[config.mk]
export PLATFORM = sky130hd
export DESIGN_NAME = sorted_priority_queue
export DESIGN_NICKNAME = d
export VERILOG_FILES = /design/src/hdl/spq_pkg.sv /design/src/hdl/spq_cell.sv /design/src/hdl/sorted_priority_queue.sv
export SDC_FILE = /design/constraint.sdc
export NUM_CORES = 1
export LEC_CHECK = 0
export BUFFER_PORTS_ARGS = -buffer_cell sky130_fd_sc_hd__clkbuf_2
export CAP_MARGIN = 20
export CORE_ASPECT_RATIO = 0.5
export CORE_MARGIN = 2
export CORE_UTILIZATION = 45
export CTS_CLUSTER_DIAMETER = 40
export DETAILED_ROUTE_END_ITERATION = 8
export PLACE_DENSITY = 0.67
export SETUP_SLACK_MARGIN = 0.2
export SLEW_MARGIN = 30
export SYNTH_ARGS = -nofsm -noshare
export SYNTH_HDL_FRONTEND = slang
export SYNTH_HIERARCHICAL = 1
export SYNTH_SLANG_ARGS = --single-unit
[constraint.sdc]
create_clock -name clk_i -period 5.2 [get_ports clk_i]
set_input_delay 0.78 -clock clk_i [delete_from_list [all_inputs] [get_ports clk_i]]
set_output_delay 0.78 -clock clk_i [all_outputs]
set_load 0.05 [all_outputs]
[src/hdl/spq_pkg.sv]
`timescale 1ns / 1ps

package spq_pkg;

  localparam int unsigned DEPTH     = 16;
  localparam int unsigned TIME_BITS = 16;
  localparam int unsigned PROC_BITS = 8;
  localparam int unsigned CNT_BITS  = $clog2(DEPTH + 1);

  typedef enum logic [1:0] {
    REQ_INSERT = 2'd0,
    REQ_POP    = 2'd1,
    REQ_PEEK   = 2'd2
  } req_e;

  typedef enum logic [1:0] {
    ST_OK    = 2'd0,
    ST_FULL  = 2'd1,
    ST_EMPTY = 2'd2
  } status_e;

  typedef struct packed {
    logic [TIME_BITS-1:0] entry_time;
    logic [PROC_BITS-1:0] entry_proc;
  } spq_entry_t;

  typedef struct packed {
    logic [1:0]           req_type;
    logic [TIME_BITS-1:0] entry_time;
    logic [PROC_BITS-1:0] entry_proc;
  } spq_in_t;

  typedef struct packed {
    logic [TIME_BITS-1:0] head_time;
    logic [PROC_BITS-1:0] head_proc;
    logic [CNT_BITS-1:0]  entry_count;
    logic [1:0]           status;
  } spq_out_t;

  // Per-cell control from the top level
  typedef struct packed {
    logic shift_in;   // insert: open a slot and shift toward the tail
    logic shift_out;  // pop: move every entry one place toward the head
    logic occupied;   // this cell holds a stored entry
  } spq_ctrl_t;

endpackage

[src/hdl/spq_cell.sv]
`timescale 1ns / 1ps

module spq_cell import spq_pkg::*; (
  input  logic       clk_i,
  input  spq_ctrl_t  ctrl_i,
  input  spq_entry_t new_i,
  input  logic       prev_lt_i,
  input  spq_entry_t prev_entry_i,
  input  spq_entry_t next_entry_i,
  output spq_entry_t entry_o,
  output logic       lt_o
);

  spq_entry_t entry_q;
  spq_entry_t entry_d;

  // New item goes before this cell: an empty cell counts as the largest key.
  // Equal keys compare false, so the new item lands behind them.
  assign lt_o = !ctrl_i.occupied
             || (new_i.entry_time < entry_q.entry_time)
             || ((new_i.entry_time == entry_q.entry_time)
                 && (new_i.entry_proc < entry_q.entry_proc));

  always_comb begin
    entry_d = entry_q;
    if (ctrl_i.shift_in) begin
      if (prev_lt_i) begin
        entry_d = prev_entry_i;
      end else if (lt_o) begin
        entry_d = new_i;
      end
    end else if (ctrl_i.shift_out) begin
      entry_d = next_entry_i;
    end
  end

  always_ff @(posedge clk_i) begin
    entry_q <= entry_d;
  end

  assign entry_o = entry_q;

endmodule

[src/hdl/sorted_priority_queue.sv]
`timescale 1ns / 1ps

// Sorted priority queue of (time, proc) items held in a chain of DEPTH cells,
// head in cell 0. Every request (insert, pop, peek; code 3 acts as peek) yields
// one result item with the head, the count after the request and a status.
// One request is taken per clock cycle unless the input is stalled: all cells
// compare the new item against their own entry in the same cycle, and entries
// move one place at the next edge. The result sits in an output register, valid
// in the cycle after its request; while it is stalled, so is the input.
module sorted_priority_queue import spq_pkg::*; (
  input  logic     clk_i,
  input  logic     rst_ni,
  input  logic     in_valid_i,
  output logic     in_stall_o,
  input  spq_in_t  in_data_i,
  output logic     out_valid_o,
  input  logic     out_stall_i,
  output spq_out_t out_data_o
);

  logic [CNT_BITS-1:0] count_q, count_d;
  logic                out_valid_q, out_valid_d;
  spq_out_t            out_data_q, out_data_d;

  logic       accept;
  logic       full, empty;
  spq_entry_t new_entry;
  spq_entry_t entry_w [DEPTH];
  logic       lt_w    [DEPTH];
  logic       do_insert, do_pop;

  assign in_stall_o = out_valid_q && out_stall_i;
  assign accept     = in_valid_i && !in_stall_o;
  assign full       = (count_q == CNT_BITS'(DEPTH));
  assign empty      = (count_q == '0);

  assign new_entry.entry_time = in_data_i.entry_time;
  assign new_entry.entry_proc = in_data_i.entry_proc;

  assign do_insert = accept && (in_data_i.req_type == REQ_INSERT) && !full;
  assign do_pop    = accept && (in_data_i.req_type == REQ_POP) && !empty;

  for (genvar i = 0; i < DEPTH; i++) begin : g_cell
    spq_ctrl_t  ctrl;
    logic       prev_lt;
    spq_entry_t prev_entry;
    spq_entry_t next_entry;

    assign ctrl.shift_in  = do_insert;
    assign ctrl.shift_out = do_pop;
    assign ctrl.occupied  = (CNT_BITS'(i) < count_q);

    if (i == 0) begin : g_head
      assign prev_lt    = 1'b0;
      assign prev_entry = '0;
    end else begin : g_body
      assign prev_lt    = lt_w[i-1];
      assign prev_entry = entry_w[i-1];
    end

    if (i == DEPTH - 1) begin : g_tail
      assign next_entry = '0;
    end else begin : g_mid
      assign next_entry = entry_w[i+1];
    end

    spq_cell u_cell (
      .clk_i        (clk_i),
      .ctrl_i       (ctrl),
      .new_i        (new_entry),
      .prev_lt_i    (prev_lt),
      .prev_entry_i (prev_entry),
      .next_entry_i (next_entry),
      .entry_o      (entry_w[i]),
      .lt_o         (lt_w[i])
    );
  end

  always_comb begin
    count_d     = count_q;
    out_valid_d = out_valid_q && out_stall_i;
    out_data_d  = out_data_q;
    if (accept) begin
      out_valid_d            = 1'b1;
      out_data_d.head_time   = entry_w[0].entry_time;
      out_data_d.head_proc   = entry_w[0].entry_proc;
      out_data_d.entry_count = count_q;
      out_data_d.status      = ST_OK;
      case (in_data_i.req_type)
        REQ_INSERT: begin
          if (full) begin
            out_data_d.status = ST_FULL;
          end else begin
            count_d                = count_q + 1'b1;
            out_data_d.entry_count = count_q + 1'b1;
            if (lt_w[0]) begin
              out_data_d.head_time = new_entry.entry_time;
              out_data_d.head_proc = new_entry.entry_proc;
            end
          end
        end
        REQ_POP: begin
          if (!empty) begin
            count_d                = count_q - 1'b1;
            out_data_d.entry_count = count_q - 1'b1;
          end
        end
        default: ;
      endcase
      // Pop or peek on an empty queue
      if ((in_data_i.req_type != REQ_INSERT) && empty) begin
        out_data_d.head_time = '0;
        out_data_d.head_proc = '0;
        out_data_d.status    = ST_EMPTY;
      end
    end
  end

  always_ff @(posedge clk_i or negedge rst_ni) begin
    if (!rst_ni) begin
      count_q     <= '0;
      out_valid_q <= 1'b0;
    end else begin
      count_q     <= count_d;
      out_valid_q <= out_valid_d;
    end
  end

  always_ff @(posedge clk_i) begin
    out_data_q <= out_data_d;
  end

  assign out_valid_o = out_valid_q;
  assign out_data_o  = out_data_q;

endmodule
Word level (Yosys, flattened, before mapping):

Cells that the tools add are included.

* register bits: 421
* bits in latches: 0
* memory bits (writable): 0
* bits in read-only memories: 0
* input port bits: 30
* output and inout bits: 33
* logic and storage cells: 292
* memories kept: 0

* add/subtract/negate cells: 2
* $mul: 0
* div/mod/pow operators: 0
* order comparisons: 48
* eq/ne operators: 34
* shifts and indexed selects: 0
* mux-type cells: 72
* bitwise gates (word level): 1
* reduce and logical (&&, ||, !) cells: 96

Operators with widths (count)
* 2-to-1 mux 24 bit: 64
* equality test 16 bit: 16
* < comparator 16 bit: 16
* < comparator 8 bit: 16
* inequality test 3 x 1 -> 1 bit, second input constant: 15
* < comparator 4 x 5 -> 1 bit, first input constant: 8
* logical OR 1 bit: 32
* AND reduction 2 bit: 15
* 2-to-1 mux 29 bit: 1
* logical AND 1 bit: 23
* < comparator 3 x 5 -> 1 bit, first input constant: 4
* case mux 5 bit (2 select lines): 2
* zero test 1 bit: 19
* < comparator 1 x 5 -> 1 bit, first input constant: 2
* < comparator 2 x 5 -> 1 bit, first input constant: 2
* 2-to-1 mux 5 bit: 2
* nonzero test 2 bit: 3
* adder 5 x 1 -> 5 bit, second input constant: 1
* equality test 5 bit, second input constant: 1
* zero test 5 bit: 1
* subtractor 5 x 1 -> 5 bit, second input constant: 1
* AND reduction 3 bit: 1
* equality test 2 x 1 -> 1 bit, second input constant: 1
* zero test 2 bit: 1
* 5 further kinds: 6

Logic depth before layout (Yosys ltp):

* depth in word-level cells: 7
* mapped depth: 12
* depth with buffers taken out: 10

Modules after synthesis:

Netlist, hierarchy kept.

Modules (own cells, without submodules)
* spq_cell: times used 16, cells an instance 191, area an instance 1823.0 um2, seq. area each 720.7 um2
* sorted_priority_queue: times used 1, cells an instance 225, area an instance 2085.8 um2, seq. area each 1081.0 um2

Worst setup path before layout:

OpenSTA, ideal clock, no wires.

* kind: input to register
* start point: input port in_valid_i
* end point: register g_cell[0].u_cell.entry_q, in the netlist g_cell[0].u_cell/entry_o[0], enable pin
* data arrival time: 4.384 ns
* required time: 4.808 ns
* path slack: 0.424 ns
* stages on the path: 6
* path buffers: 2
* cells stage by stage: a21boi_1 -> and3_1 -> clkbuf_1 -> clkbuf_1 -> nor2_1 -> a31oi_2

* word-level cells in the longest chain between the ends: 4

RTL lines
* start, declared: line sorted_priority_queue.sv:13 `input logic in_valid_i,`
* logical AND 1 bit: line sorted_priority_queue.sv:33 `assign accept = in_valid_i && !in_stall_o;`
* logical AND 1 bit (2 in a row): line sorted_priority_queue.sv:40 `assign do_insert = accept && (in_data_i.req_type == REQ_INSERT) && !full;`
* net do_insert: line sorted_priority_queue.sv:30 `logic do_insert, do_pop;`
* nonzero test 2 bit (no source line)
* end signal, assigned: line spq_cell.sv:38 `entry_q <= entry_d;`
* end, declared: line spq_cell.sv:14 `spq_entry_t entry_q;`

The timed path passes the listed nets, and every way through them passes these cells.
A chain may end at the register's enable or synchronous reset.

==> run summary <==
The run finished with clean final reports. The post-route fraction of the period consumed by the critical path works out to 0.743. Walking the worst path, the cells encountered are clkbuf_2 -> ha_1 -> nand4_2 -> or4_4 -> nor4_2 -> o31ai_1 -> nand3_1 -> buf_4 -> mux2i_1 -> a21oi_1. Via total after detailed routing: 24500. The tools report the remaining routing DRC violations as 0.

The clock passes through at most 3 buffers. The capturing point of the worst reg2reg path was g_cell[13].u_cell/entry_o[23]. The run gives 0 as the number of antenna violations at the first check in global routing. CTS built an H-tree with a depth of 2. Across the routed clock network, the largest skew measured is 0.0436 ns. Worst endpoint required time: 5.56 ns. Setup repair after global routing left no endpoint under its margin.

The per-instance average area after synthesis was 9.53 um2; the time the final worst path needs with I/O delays and setup was 3.86 ns. The Yosys step of the flow raised 6 warnings. The die outline width was 377 um. The tools report the count of endpoints failing hold in the final timing report as 0. The run gives 0.0118 W as the total power after layout. TritonCTS built the clock tree.

The vertical die dimension is 190 um, and the net count reported at finish is 3795. The first global-routing pass estimated 135000 um of wire. The largest fanout on the critical path is 23, and the part of the total power dissipated in sequential elements is 0.373.

For the net switching component of the power, the log shows 0.00402 W. The run gives 4348 as the count of placed standard cells in the final layout, fillers left out. In this run the most critical hold path is launched from in_valid_i. The run gives 0.454 as the initial standard-cell utilization of the core. The multi-input combinational cells in the finished layout cover a total of 16800 um2. After the first detailed-routing iteration, the DRC count stood at 1983. The repair_antennas step left the layout with diodes totalling 0.

Clock tree synthesis inserted a total of 56 buffers. The filler cell count in the final layout is 6179. After clock tree synthesis, the clock-pin slew on the worst setup and hold paths is 0.07 ns.

The die outline area is 71700 um2. Static timing analysis puts the maximum clock frequency at 259 MHz. Floorplan row count: 68. The final layout contains routed wiring with a total length of 85600 um. The area growth from synthesis to layout is 12.0%.

The register-to-register path setup slack is 1.49 ns. Internal power comes to 0.00776 W. At the end of routability-driven placement, the weighted congestion stood at 0.902. The clock power share is 0.342, and the setup slack after placement is 0.697 ns.

The cell at the slowest stage of the critical path is sky130_fd_sc_hd__or4_4. The mean number of vias per cell works out to 5.64. The combinational share of power came out at 0.285.

63 I/O pins were placed. Summing every instance area after synthesis gives 31200 um2. The number of max-capacitance violations reported is 0, and the count of clock tree sinks is 421. The quantity of gates resized following cts came out at 0.

The HPWL after detailed placement is 63500 um. The insertion delay to the later sink of the worst-skew pair is 0.64 ns. The fraction of power spent switching nets was 0.341; the total power divided by cell area was 337 nW/um2. The count of cells along the worst register-to-register path was 9.

The run gives 0 as the final count of negative-setup-slack endpoints. Once routing completed, OpenROAD measured the worst setup slack at 1.34 ns. The kind of end point of the critical path was a flip-flop. The reg-to-reg critical path startpoint was count_q[1]. Data on the critical path arrives at its endpoint at 4.22 ns. The min-delay analysis places its worst path in the category input port to flip-flop. The floorplan step defined a core boundary enclosing 68800 um2. The via count of the first global-routing pass was 24300; the delay of the slowest critical-path stage was 0.60 ns. Dividing the detail-routed wire length by the instance count gives 19.7 um. The root buffer selected by CTS is sky130_fd_sc_hd__clkbuf_16. After routing, the total negative slack on setup checks comes to 0 ns. The fraction of the core area covered by cells at the end of the flow is 0.509. Overall fraction of global-route tracks in use: 0.238.

The path with the worst hold slack has its endpoint at out_valid_o. The remaining antenna violation count came out at 0. For this run, the detailed router's first-pass iteration total came to 5.

The tools report the largest net degree at the start of global routing as 129. The maximum VDD drop came out at 0.255 mV. The critical path is of the input port to flip-flop type.

The pin slew with the least headroom to its limit is 1.03 ns. Summing all flip-flop and latch instances after layout gives 12600 um2. The worst hold path was traced through 2 stages. STA classifies the critical path startpoint as an input port.

The run gives 0 as the final count of pins violating max slew. In this run the static leakage power is 16.6 nW. The worst slew margin relative to its limit is 0.310, and the gate count of the mapped netlist is 3280.

Including well taps, the total number of placed cells is 4244. The fraction of final layout cells with drive strength greater than 1 is 0.102, and the count of buffers from port buffering is 62. Summed over all layers, the global routing overflow is 0.
layout make-up:
| class | instances | share of cell area |
|---|---|---|
| Inverter | 376 | 0.0403 |
| Sequential cell | 421 | 0.360 |
| Tap cell | 910 | 0.0325 |
| Timing Repair Buffer | 166 | 0.0330 |
| Clock buffer | 63 | 0.0414 |
| Multi-Input combinational cell | 2372 | 0.479 |
| Clock inverter | 40 | 0.0133 |
power by group through the flow:
stage	Sequential [W]	Combinational, W	Clock [W]
floorplan	0.00445	0.00238	0
global placement	0.00446	0.00324	0
detailed placement	0.00447	0.00332	0
CTS	0.00440	0.00334	0.00409
global route	0.00444	0.00369	0.00422
finish	0.00440	0.00336	0.00403
per-layer routing:
metal | global-route usage | wire, um | vias up
li1 | - | - | 11900
met1 | 0.322 | 38100 | 11800
met2 | 0.391 | 39300 | 705
met5 | 0 | 0 | -
met4 | 0.0835 | 2800 | 0
met3 | 0.0335 | 5430 | 169
layout by cell type, fill, tap and decap left out, types with 6 or more instances in the layout:
cell type and n:
sky130_fd_sc_hd__clkbuf_16 56, sky130_fd_sc_hd__clkbuf_2 62, sky130_fd_sc_hd__nor2_1 459, sky130_fd_sc_hd__inv_1 376
sky130_fd_sc_hd__a21o_1 35, sky130_fd_sc_hd__clkinvlp_4 9, sky130_fd_sc_hd__nor4_2 16, sky130_fd_sc_hd__o211ai_1 32
sky130_fd_sc_hd__dfrtp_1 6, sky130_fd_sc_hd__bufinv_16 6, sky130_fd_sc_hd__nor2b_1 17, sky130_fd_sc_hd__ha_1 372
sky130_fd_sc_hd__a31oi_2 16, sky130_fd_sc_hd__nand2_1 171, sky130_fd_sc_hd__mux2i_1 387, sky130_fd_sc_hd__buf_4 98
sky130_fd_sc_hd__o21ai_1 16, sky130_fd_sc_hd__conb_1 49, sky130_fd_sc_hd__nand4b_1 16, sky130_fd_sc_hd__a211oi_1 17
sky130_fd_sc_hd__nand2b_1 19, sky130_fd_sc_hd__a21oi_1 574, sky130_fd_sc_hd__inv_6 7, sky130_fd_sc_hd__edfxtp_1 415
sky130_fd_sc_hd__or4_4 16, sky130_fd_sc_hd__nand4_1 16, sky130_fd_sc_hd__o31ai_1 19, sky130_fd_sc_hd__or3b_2 16
sky130_fd_sc_hd__nand4_2 16, sky130_fd_sc_hd__nand3_1 34, sky130_fd_sc_hd__o21ai_0 27
per-stage QoR:
stage	hold WS, ns	instance area (um2)
final	0.396	35000
after detailed placement	0.581	33100
after global placement	0.571	33100
after CTS	0.353	35000
after floorplan	0.484	31400
after global routing	0.374	35000
sequential cells by signal, indices dropped and copies added, names as in the netlist:
register	cells
count_q	5
out_valid_o	1
g_cell.u_cell/entry_o	384
out_data_o	31
how the worst max path moves through the flow:
stage	from	end	slack, ns	cells past startpoint
after floorplan	in_valid_i	g_cell[0].u_cell/entry_o[0]	0.42	6
after global routing	in_data_i[21]	g_cell[6].u_cell/entry_o[6]	1.18	10
after global placement	in_data_i[19]	g_cell[9].u_cell/entry_o[1]	0.78	11
after CTS	in_data_i[19]	g_cell[9].u_cell/entry_o[1]	1.38	11
after detailed placement	in_data_i[19]	g_cell[9].u_cell/entry_o[1]	0.70	11
final	in_data_i[21]	g_cell[2].u_cell/entry_o[5]	1.34	10
worst max-delay path: cells and delay by family:
family                   cells  cell delay [ns]
buffers and inverters        2             0.79
adder cells (fa/ha/maj)      1             0.51
AND/OR/NAND/NOR              4             1.54
multiplexers                 1             0.29
AO/OA/AOI/OAI                2             0.29
what timing repair did:
item                                   CTS  global route
setup buffers                            0             0
hold buffers                             1             0
endpoints found under the hold margin    6             0
Power figures use the tool's default switching activity.
